[config.mk]
export PLATFORM = sky130hd
export DESIGN_NAME = market_message_window_scanner
export DESIGN_NICKNAME = d
export VERILOG_FILES = /design/src/rtl/core/mmws_pkg.sv /design/src/rtl/core/mmws_window.sv /design/src/rtl/core/mmws_check.sv /design/src/rtl/core/mmws_fifo.sv /design/src/rtl/core/market_message_window_scanner.sv
export SDC_FILE = /design/constraint.sdc
export NUM_CORES = 2
export LEC_CHECK = 0
export BUFFER_PORTS_ARGS = -buffer_cell sky130_fd_sc_hd__buf_4
export CORE_MARGIN = 4
export CORE_UTILIZATION = 35
export CTS_CLUSTER_DIAMETER = 60
export CTS_CLUSTER_SIZE = 14
export DETAILED_ROUTE_END_ITERATION = 8
export GPL_TIMING_DRIVEN = 0
export PLACE_DENSITY = 0.58
export SLEW_MARGIN = 5
export SYNTH_ARGS = -nofsm -noshare
export SYNTH_HDL_FRONTEND = slang
export SYNTH_SLANG_ARGS = --single-unit
export TNS_END_PERCENT = 1
[constraint.sdc]
create_clock -name aclk -period 9.92 [get_ports aclk]
set_input_delay 0.496 -clock aclk [delete_from_list [all_inputs] [get_ports aclk]]
set_output_delay 0.496 -clock aclk [all_outputs]
set_load 0.02 [all_outputs]
[src/rtl/core/mmws_pkg.sv]
// Shared types and constants for the market message window scanner.
package mmws_pkg;

    localparam int WIN_LEN    = 36;
    localparam int FILL_W     = 6;
    localparam int FIFO_DEPTH = 8;
    localparam int FIFO_AW    = 3;
    localparam int TDATA_W    = 280;

    localparam logic [7:0] TYPE_TRADE    = 8'h54;
    localparam logic [7:0] TYPE_QUOTE    = 8'h51;
    localparam logic [7:0] TYPE_OFFICIAL = 8'h58;
    localparam logic [7:0] PRINT_LO      = 8'h20;
    localparam logic [7:0] PRINT_HI      = 8'h7E;
    localparam logic [7:0] CHAR_A        = 8'h41;
    localparam logic [7:0] CHAR_Z        = 8'h5A;

    localparam logic [1:0] KIND_TRADE    = 2'd0;
    localparam logic [1:0] KIND_QUOTE    = 2'd1;
    localparam logic [1:0] KIND_OFFICIAL = 2'd2;
    localparam logic [1:0] KIND_SUMMARY  = 2'd3;

    localparam logic [2:0] REG_TRADE_CAP    = 3'd0;
    localparam logic [2:0] REG_QUOTE_CAP    = 3'd1;
    localparam logic [2:0] REG_OFFICIAL_CAP = 3'd2;
    localparam logic [2:0] REG_MIN_PRICE    = 3'd3;
    localparam logic [2:0] REG_MAX_PRICE    = 3'd4;

    typedef logic [WIN_LEN-1:0][7:0] win_t;   // entry 0 is the oldest byte

    typedef struct packed {
        logic valid;
        logic full;       // 36 bytes of this packet are in the window
        logic pkt_end;
    } stage_t;

    typedef struct packed {
        logic [3:0]  trade_cap;
        logic [3:0]  quote_cap;
        logic [3:0]  official_cap;
        logic [31:0] min_price;
        logic [31:0] max_price;
    } cfg_t;

    typedef struct packed {
        logic [1:0]  kind;
        logic [63:0] stamp;
        logic [63:0] ticker;
        logic [31:0] price_a;
        logic [31:0] size_a;
        logic [31:0] price_b;
        logic [31:0] size_b;
        logic [7:0]  condition;
        logic [3:0]  trades_seen;
        logic [3:0]  quotes_seen;
        logic [3:0]  officials_seen;
        logic        last;
    } res_t;

endpackage

[src/rtl/core/mmws_window.sv]
// Input side: 36-byte sliding window register and packet fill count.
module mmws_window (
    input  logic           aclk,
    input  logic           aresetn,
    input  logic           in_accept,
    input  logic [7:0]     in_byte,
    input  logic           in_end,
    output mmws_pkg::win_t win,
    output mmws_pkg::stage_t stage
);

    mmws_pkg::win_t   win_reg, win_next;
    mmws_pkg::stage_t stage_reg, stage_next;
    logic [mmws_pkg::FILL_W-1:0] fill_reg, fill_next, fill_inc;

    // The window is never cleared: a check needs a full window, and by then
    // every byte in it belongs to the current packet.
    always_comb begin
        fill_inc = (fill_reg == mmws_pkg::FILL_W'(mmws_pkg::WIN_LEN)) ?
                   fill_reg : fill_reg + 1'b1;
        win_next   = win_reg;
        fill_next  = fill_reg;
        stage_next = '0;
        if (in_accept) begin
            for (int i = 0; i < mmws_pkg::WIN_LEN - 1; i++) begin
                win_next[i] = win_reg[i+1];
            end
            win_next[mmws_pkg::WIN_LEN-1] = in_byte;
            fill_next          = in_end ? '0 : fill_inc;
            stage_next.valid   = 1'b1;
            stage_next.full    = (fill_inc == mmws_pkg::FILL_W'(mmws_pkg::WIN_LEN));
            stage_next.pkt_end = in_end;
        end
    end

    always_ff @(posedge aclk) begin
        win_reg <= win_next;
        if (!aresetn) begin
            fill_reg  <= '0;
            stage_reg <= '0;
        end else begin
            fill_reg  <= fill_next;
            stage_reg <= stage_next;
        end
    end

    assign win   = win_reg;
    assign stage = stage_reg;

endmodule

[src/rtl/core/mmws_check.sv]
// Window check: type decode, per-packet caps, field extraction, price filters.
module mmws_check (
    input  logic             aclk,
    input  logic             aresetn,
    input  mmws_pkg::win_t   win,
    input  mmws_pkg::stage_t stage,
    input  mmws_pkg::cfg_t   cfg,
    output mmws_pkg::res_t   res0,
    output mmws_pkg::res_t   res1,
    output logic [1:0]       push_cnt
);

    logic [3:0] trade_cnt_reg, trade_cnt_next;
    logic [3:0] quote_cnt_reg, quote_cnt_next;
    logic [3:0] official_cnt_reg, official_cnt_next;

    logic        first_ok, is_trade, is_quote, is_official;
    logic        accepted, pass, emit;
    logic [63:0] stamp, ticker;
    logic [31:0] pa, sa, pb, sb;
    logic [7:0]  cond, tb;
    logic [2:0]  pos;
    mmws_pkg::res_t match_res, sum_res;

    always_comb begin
        first_ok    = (win[9] >= mmws_pkg::CHAR_A) && (win[9] <= mmws_pkg::CHAR_Z);
        is_trade    = first_ok && (win[0] == mmws_pkg::TYPE_TRADE);
        is_quote    = first_ok && (win[0] == mmws_pkg::TYPE_QUOTE);
        is_official = first_ok && (win[0] == mmws_pkg::TYPE_OFFICIAL);

        trade_cnt_next    = trade_cnt_reg;
        quote_cnt_next    = quote_cnt_reg;
        official_cnt_next = official_cnt_reg;
        accepted          = 1'b0;
        if (stage.valid && stage.full) begin
            if (is_trade && (trade_cnt_reg < cfg.trade_cap)) begin
                trade_cnt_next = trade_cnt_reg + 1'b1;
                accepted       = 1'b1;
            end
            if (is_quote && (quote_cnt_reg < cfg.quote_cap)) begin
                quote_cnt_next = quote_cnt_reg + 1'b1;
                accepted       = 1'b1;
            end
            if (is_official && (official_cnt_reg < cfg.official_cap)) begin
                official_cnt_next = official_cnt_reg + 1'b1;
                accepted          = 1'b1;
            end
        end

        // Little-endian fields
        for (int i = 0; i < 8; i++) begin
            stamp[8*i +: 8] = win[1+i];
        end
        for (int i = 0; i < 4; i++) begin
            pa[8*i +: 8] = win[17+i];
            sa[8*i +: 8] = win[21+i];
            pb[8*i +: 8] = win[25+i];
            sb[8*i +: 8] = win[29+i];
        end

        // Compact the non-space printable symbol bytes toward bit 0
        ticker = '0;
        pos    = '0;
        for (int k = 0; k < 8; k++) begin
            tb = win[9+k];
            if ((tb > mmws_pkg::PRINT_LO) && (tb <= mmws_pkg::PRINT_HI)) begin
                ticker = ticker | (64'(tb) << {pos, 3'b000});
                pos    = pos + 1'b1;
            end
        end

        cond = ((win[25] >= mmws_pkg::PRINT_LO) && (win[25] <= mmws_pkg::PRINT_HI)) ?
               win[25] : mmws_pkg::PRINT_LO;

        match_res        = '0;
        match_res.stamp  = stamp;
        match_res.ticker = ticker;
        match_res.price_a = pa;
        pass = 1'b0;
        if (is_trade) begin
            pass                = (pa > cfg.min_price) && (pa < cfg.max_price);
            match_res.kind      = mmws_pkg::KIND_TRADE;
            match_res.size_a    = sa;
            match_res.condition = cond;
        end else if (is_quote) begin
            pass = (pa > cfg.min_price) && (pb > cfg.min_price) && (pb > pa);
            match_res.kind    = mmws_pkg::KIND_QUOTE;
            match_res.size_a  = sa;
            match_res.price_b = pb;
            match_res.size_b  = sb;
        end else begin
            pass           = (pa > cfg.min_price);
            match_res.kind = mmws_pkg::KIND_OFFICIAL;
        end
        emit           = accepted && (ticker != '0) && pass;
        match_res.last = !stage.pkt_end;

        sum_res                = '0;
        sum_res.kind           = mmws_pkg::KIND_SUMMARY;
        sum_res.trades_seen    = trade_cnt_next;
        sum_res.quotes_seen    = quote_cnt_next;
        sum_res.officials_seen = official_cnt_next;
        sum_res.last           = 1'b1;

        res0     = emit ? match_res : sum_res;
        res1     = sum_res;
        push_cnt = 2'(emit) + 2'(stage.valid && stage.pkt_end);

        if (stage.valid && stage.pkt_end) begin
            trade_cnt_next    = '0;
            quote_cnt_next    = '0;
            official_cnt_next = '0;
        end
    end

    always_ff @(posedge aclk) begin
        if (!aresetn) begin
            trade_cnt_reg    <= '0;
            quote_cnt_reg    <= '0;
            official_cnt_reg <= '0;
        end else begin
            trade_cnt_reg    <= trade_cnt_next;
            quote_cnt_reg    <= quote_cnt_next;
            official_cnt_reg <= official_cnt_next;
        end
    end

endmodule

[src/rtl/core/mmws_fifo.sv]
// Result queue: takes up to two results per cycle, delivers one.
module mmws_fifo (
    input  logic                         aclk,
    input  logic                         aresetn,
    input  mmws_pkg::res_t               din0,
    input  mmws_pkg::res_t               din1,
    input  logic [1:0]                   push_cnt,
    input  logic                         pop,
    output mmws_pkg::res_t               dout,
    output logic                         not_empty,
    output logic [mmws_pkg::FIFO_AW:0]   level
);

    mmws_pkg::res_t mem_reg [mmws_pkg::FIFO_DEPTH];
    logic [mmws_pkg::FIFO_AW-1:0] wr_ptr_reg, wr_ptr_next, rd_ptr_reg, rd_ptr_next;
    logic [mmws_pkg::FIFO_AW-1:0] wr_ptr_p1;
    logic [mmws_pkg::FIFO_AW:0]   count_reg, count_next;

    always_comb begin
        wr_ptr_p1   = wr_ptr_reg + 1'b1;
        wr_ptr_next = wr_ptr_reg + mmws_pkg::FIFO_AW'(push_cnt);
        rd_ptr_next = rd_ptr_reg + mmws_pkg::FIFO_AW'(pop);
        count_next  = count_reg + (mmws_pkg::FIFO_AW + 1)'(push_cnt)
                      - (mmws_pkg::FIFO_AW + 1)'(pop);
    end

    always_ff @(posedge aclk) begin
        if (push_cnt != 2'd0) begin
            mem_reg[wr_ptr_reg] <= din0;
        end
        if (push_cnt == 2'd2) begin
            mem_reg[wr_ptr_p1] <= din1;
        end
        if (!aresetn) begin
            wr_ptr_reg <= '0;
            rd_ptr_reg <= '0;
            count_reg  <= '0;
        end else begin
            wr_ptr_reg <= wr_ptr_next;
            rd_ptr_reg <= rd_ptr_next;
            count_reg  <= count_next;
        end
    end

    assign dout      = mem_reg[rd_ptr_reg];
    assign not_empty = (count_reg != '0);
    assign level     = count_reg;

endmodule

[src/rtl/core/market_message_window_scanner.sv]
// Top level of the market message window scanner.
//
// Payload bytes enter on the s_ channel, one per transaction, with s_tlast on
// the last byte of a UDP payload. Each byte shifts into the 36-byte window of
// the current packet; a full window is checked for trade, quote and official
// price messages. Accepted matches that pass the price filters leave on the
// m_ channel, and the last byte of a packet adds a summary with the packet's
// match counters. m_tlast marks the final result caused by one input byte.
// Configuration registers are written on the cfg_ channel, index 0..4 in the
// order trade cap, quote cap, official cap, min price, max price.
// Each byte's window is registered and checked; its results enter an 8-entry
// result queue. Throughput: one byte per cycle while s_tready is high; a byte
// can cause two results, which drain at one per cycle while m_tready is high.
// s_tready drops while the queue might not hold the results of the byte in
// flight plus two more, so a stalled receiver backs up to the input without
// losing results. Reset (aresetn low, synchronous) empties the queue, clears
// the packet counters and fill count, and loads the register defaults.
module market_message_window_scanner (
    input  logic         aclk,
    input  logic         aresetn,
    input  logic         s_tvalid,
    output logic         s_tready,
    input  logic [7:0]   s_tdata,   // payload_byte
    input  logic         s_tlast,   // packet_end
    output logic         m_tvalid,
    input  logic         m_tready,
    // stamp, ticker, price_a, size_a, price_b, size_b, condition,
    // trades_seen, quotes_seen, officials_seen, zero pad
    output logic [mmws_pkg::TDATA_W-1:0] m_tdata,
    output logic [1:0]   m_tuser,   // kind
    output logic         m_tlast,   // last
    input  logic         cfg_valid,
    output logic         cfg_ready,
    input  logic [2:0]   cfg_index,
    input  logic [31:0]  cfg_data
);

    mmws_pkg::cfg_t   cfg_reg;
    mmws_pkg::win_t   win;
    mmws_pkg::stage_t stage;
    mmws_pkg::res_t   res0, res1, head;
    logic [1:0]       push_cnt;
    logic             in_accept, pop, not_empty;
    logic [mmws_pkg::FIFO_AW:0] level, need;

    // Room for the in-flight byte's results and two more
    always_comb begin
        need     = level + ((mmws_pkg::FIFO_AW + 1)'(stage.valid) << 1) + 2'd2;
        s_tready = (need <= (mmws_pkg::FIFO_AW + 1)'(mmws_pkg::FIFO_DEPTH));
    end

    assign in_accept = s_tvalid && s_tready;
    assign pop       = m_tvalid && m_tready;
    assign cfg_ready = 1'b1;

    always_ff @(posedge aclk) begin
        if (!aresetn) begin
            cfg_reg.trade_cap    <= 4'd10;
            cfg_reg.quote_cap    <= 4'd5;
            cfg_reg.official_cap <= 4'd5;
            cfg_reg.min_price    <= 32'd100;
            cfg_reg.max_price    <= 32'd100000000;
        end else if (cfg_valid && cfg_ready) begin
            case (cfg_index)
                mmws_pkg::REG_TRADE_CAP:    cfg_reg.trade_cap    <= cfg_data[3:0];
                mmws_pkg::REG_QUOTE_CAP:    cfg_reg.quote_cap    <= cfg_data[3:0];
                mmws_pkg::REG_OFFICIAL_CAP: cfg_reg.official_cap <= cfg_data[3:0];
                mmws_pkg::REG_MIN_PRICE:    cfg_reg.min_price    <= cfg_data;
                mmws_pkg::REG_MAX_PRICE:    cfg_reg.max_price    <= cfg_data;
                default: ;
            endcase
        end
    end

    mmws_window u_window (
        .aclk      (aclk),
        .aresetn   (aresetn),
        .in_accept (in_accept),
        .in_byte   (s_tdata),
        .in_end    (s_tlast),
        .win       (win),
        .stage     (stage)
    );

    mmws_check u_check (
        .aclk     (aclk),
        .aresetn  (aresetn),
        .win      (win),
        .stage    (stage),
        .cfg      (cfg_reg),
        .res0     (res0),
        .res1     (res1),
        .push_cnt (push_cnt)
    );

    mmws_fifo u_fifo (
        .aclk      (aclk),
        .aresetn   (aresetn),
        .din0      (res0),
        .din1      (res1),
        .push_cnt  (push_cnt),
        .pop       (pop),
        .dout      (head),
        .not_empty (not_empty),
        .level     (level)
    );

    assign m_tvalid = not_empty;
    assign m_tuser  = head.kind;
    assign m_tlast  = head.last;
    assign m_tdata  = {4'd0, head.officials_seen, head.quotes_seen, head.trades_seen,
                       head.condition, head.size_b, head.price_b, head.size_a,
                       head.price_a, head.ticker, head.stamp};

endmodule

==> flow_metrics.py <==
metrics = {
    "timing": {
        "setup_ws_ns": 1.74,
        "setup_viol": 0,
        "hold_viol": 0,
        "slew_violations": 11,
        "slew_headroom": -0.0352,
        "post-route-period-util": 0.825,
        "tightest_slew_ns": 1.55,
        "rsz0062_at_grt": "no",
        "post-route-min-period_ns": 8.18,
        "clock.fmax_mhz": 122,
        "skew_ns": 0.139,
    },
    "clocking": {
        "htreeDepth": 4,
        "clk_latency_ns": 0.95,
        "clk_path_buf_depth": 4,
        "cts_resized": 0,
        "postCtsSetupRepairBufs": 0,
        "ctsHoldBuffers": 45,
        "cts_tree": "built",
        "cts-root-buf": "clkbuf_16",
        "cts_made_buffers": 230,
        "clk_pin_slew_worst_paths_ns": 0.07,
        "cts.sinks": 2627,
    },
    "finish": {
        "finalNetCount": 11000,
        "largest_register_ffs": 2232,
        "final_cells": 14900,
        "final_util": 0.404,
        "design_area_mm2": 0.121,
        "fillers": 28800,
        "synthToLayoutAreaGrowth_pct": 14.8,
        "drive_gt1_frac": 0.150,
    },
    "global_routing": {
        "antenna_found_initial": 38,
        "grt_max_degree": 85,
        "grt_busiest_layer": "met2",
        "use_met2": 0.384,
        "grt_pass1_wl_um": 565000,
        "grt.total_usage": 0.244,
        "grt_pass1_vias": 83100,
        "use_met3": 0.0582,
        "grt-ovfl-total": 0,
        "use_met1": 0.315,
    },
    "yosys": {
        "syn_area_mm2": 0.106,
        "synthAdderAreaFrac": 0.0197,
        "ys_types": 86,
        "synthXorXnorAreaFrac": 0.00314,
        "synth_mux_area_frac": 0.150,
        "ys_seq_area_frac": 0.535,
        "ys.flop_type": "dfxtp_1",
        "synthSimpleGateAreaFrac": 0.125,
        "async_flop_share": 0,
        "synth_edf_count": 384,
        "ys_ff_latch": 2627,
        "synth-compound-area-share": 0.132,
        "yosysWarnings": 0,
        "syn-instance-count": 10100,
        "synth_area_per_cell_um2": 10.4,
        "synth_top_family_by_area": "multiplexers",
    },
    "floorplan": {
        "io_pins": 335,
        "die_width_um": 557,
        "rows": 201,
        "initial_core_util": 0.352,
        "dieArea_mm2": 0.310,
        "core-area_mm2": 0.300,
        "die-height_um": 557,
    },
    "route": {
        "vias_per_cell": 5.74,
        "dr.pass1.iters": 7,
        "drtIter0Drc": 9312,
        "routed_wl_um": 394000,
        "drc": 0,
        "routedWlPerCell_um": 26.5,
        "num_vias": 85500,
        "drtAntennaViolNets": 0,
    },
    "power": {
        "p_switching_mw": 8.89,
        "seq_power_share": 0.448,
        "power_per_cell_area_mw_per_mm2": 222,
        "pwr-share-clk": 0.333,
        "peakVddDrop_uv": 172,
        "power_mw": 26.9,
        "combPwrFrac": 0.219,
        "p_leak_nw": 41.2,
        "swShare": 0.331,
        "intPower_mw": 18.0,
    },
    "run_status": {
        "violations": "max-capacitance violations, max-slew violations",
        "outcome": "finished, violations left",
    },
    "placed_design": {
        "dp_cells": 14500,
        "gp_congestion": 0.948,
        "postPlaceCellArea_mm2": 0.113,
        "io_buffers": 329,
        "hpwl_um": 285000,
        "dpl_worst_slack_ns": 1.93,
    },
    "setup_path": {
        "end_kind": "flop",
        "worst_path_max_delay_cell": "nor3b_1",
        "path_max_fanout": 10,
        "worst_ep_arrival_time_ns": 8.97,
        "cpMostUsedCell": "clkbuf_1",
        "reg2reg_slack_ns": 1.74,
        "worstPathCellList": "nor4_1 > nand4_1 > nor3_1 > nor3b_1 > nand2b_1 > o2111a_1 > buf_2 > buf_2 > inv_2 > buf_2 > ha_1 > clkbuf_1 > nor2b_1 > nand3_1 > clkbuf_1 > clkbuf_1 > clkbuf_1 > nand3_1 > o21ai_0",
        "worstSetupPathType": "reg2reg",
        "setup.worst_path.start_class": "flop",
        "crit_path_max_incr_delay_ns": 0.99,
        "required_ns": 10.71,
    },
    "run": {
        "max_cap_violations": 1,
    },
    "hold_path": {
        "hp-class": "in2reg",
    },
}
## cells by family after synthesis
| logic type | count (synthesis) |
|---|---|
| mux | 851 |
| fa+ha+maj | 165 |
| xor+xnor | 32 |
| compound gates | 2506 |
| other cells | 2 |
| flops | 2627 |
| buf+inv | 970 |
| simple gates | 2993 |
## final timing paths
check | start | end | cells past startpoint
setup / recovery | u_window.win[77]$_DFFE_PP_ | u_fifo.mem_reg[7][147]$_SDFFE_PP0N_ | 19
hold / removal | cfg_index[0] | cfg_reg[70]$_SDFFE_PN1P_ | 4
setup reg to reg | u_window.win[77]$_DFFE_PP_ | u_fifo.mem_reg[7][147]$_SDFFE_PP0N_ | 19
hold reg to reg | u_window.win[130]$_DFFE_PP_ | u_window.win[122]$_DFFE_PP_ | 0
## power groups by stage
stage / Clock (mW) / Combinational, mW / Sequential [mW]
floorplan: 0 / 3.68 / 11.9
global placement: 0 / 5.66 / 12.4
detailed placement: 0 / 5.76 / 12.2
CTS: 9.03 / 5.79 / 12.0
global route: 9.43 / 6.22 / 12.0
finish: 8.96 / 5.88 / 12.0
## synthesized netlist by cell type, types with 11 or more instances
master	n	area [um2]
dfxtp_1	2243	44900
o21ai_0	1940	9710
nand2_1	1565	5870
nand3_1	911	4560
clkbuf_1	706	2650
mux4_2	559	12600
edfxtp_1	384	11500
mux2_2	279	3140
nor2_1	204	766
ha_1	163	2040
inv_1	152	571
a21oi_1	118	591
buf_1	87	327
a22o_1	86	753
o21ai_1	77	385
and2_1	60	375
a21boi_0	54	405
and3_1	54	338
nand4_1	54	338
nor3_1	49	245
o211ai_1	34	255
nor2b_1	24	150
a32oi_1	23	201
a222oi_1	20	200
nand2b_1	17	106
xnor2_1	16	140
nor4_1	15	93.8
a21o_1	14	105
buf_2	14	70.1
a31oi_1	13	81.3
mux2i_1	13	130
o221ai_2	13	195
o2111ai_1	11	96.3
xor2_1	11	96.3
## final cells by class
cell class	instances	area (um2)	area share
antenna	29	72.6	0.000599
timing repair buffer	391	3290	0.0271
clock inverter	56	837	0.00691
sequential	2627	56400	0.466
inverter	154	586	0.00483
tap	3958	4950	0.0409
clock buffer	309	6310	0.0521
buffer	816	3180	0.0262
multi-input combinational	6552	45500	0.375
## layout by cell type (no fill, tap or decap), types with 60 or more instances in the layout
| cell | instances |
|---|---|
| edfxtp_1 | 384 |
| clkbuf_16 | 237 |
| dfxtp_1 | 2243 |
| clkbuf_1 | 727 |
| nand2_1 | 1558 |
| a21oi_1 | 118 |
| buf_4 | 340 |
| a22o_1 | 86 |
| nand3_1 | 911 |
| inv_1 | 151 |
| mux2_2 | 279 |
| and2_1 | 60 |
| buf_1 | 76 |
| nor2_1 | 204 |
| ha_1 | 163 |
| o21ai_0 | 1940 |
| o21ai_1 | 77 |
| mux4_2 | 559 |
## through the flow
| step | hold WS [ns] | TNS (ns) |
|---|---|---|
| after floorplan | 0.400 | 0 |
| after global placement | 0.400 | -15.01 |
| after detailed placement | 0.405 | 0 |
| after CTS | 0.0244 | 0 |
| after global routing | 0.0869 | 0 |
| final | 0.0706 | 0 |
## worst max-delay path, delay by kind of cell (launching register included)
kind / cells / cell delay (ns)
compound gates: 2 / 0.33
fa+ha+maj: 1 / 0.18
buf+inv: 8 / 3.61
flops: 1 / 0.54
simple gates: 8 / 3.39
## layer usage
| metal | up-vias | routed length, um |
|---|---|---|
| met4 | 20 | 21800 |
| li1 | 37800 | - |
| met1 | 43000 | 157000 |
| met2 | 3928 | 178000 |
| met5 | - | 203 |
| met3 | 741 | 36600 |
Power figures use the tool's default switching activity.
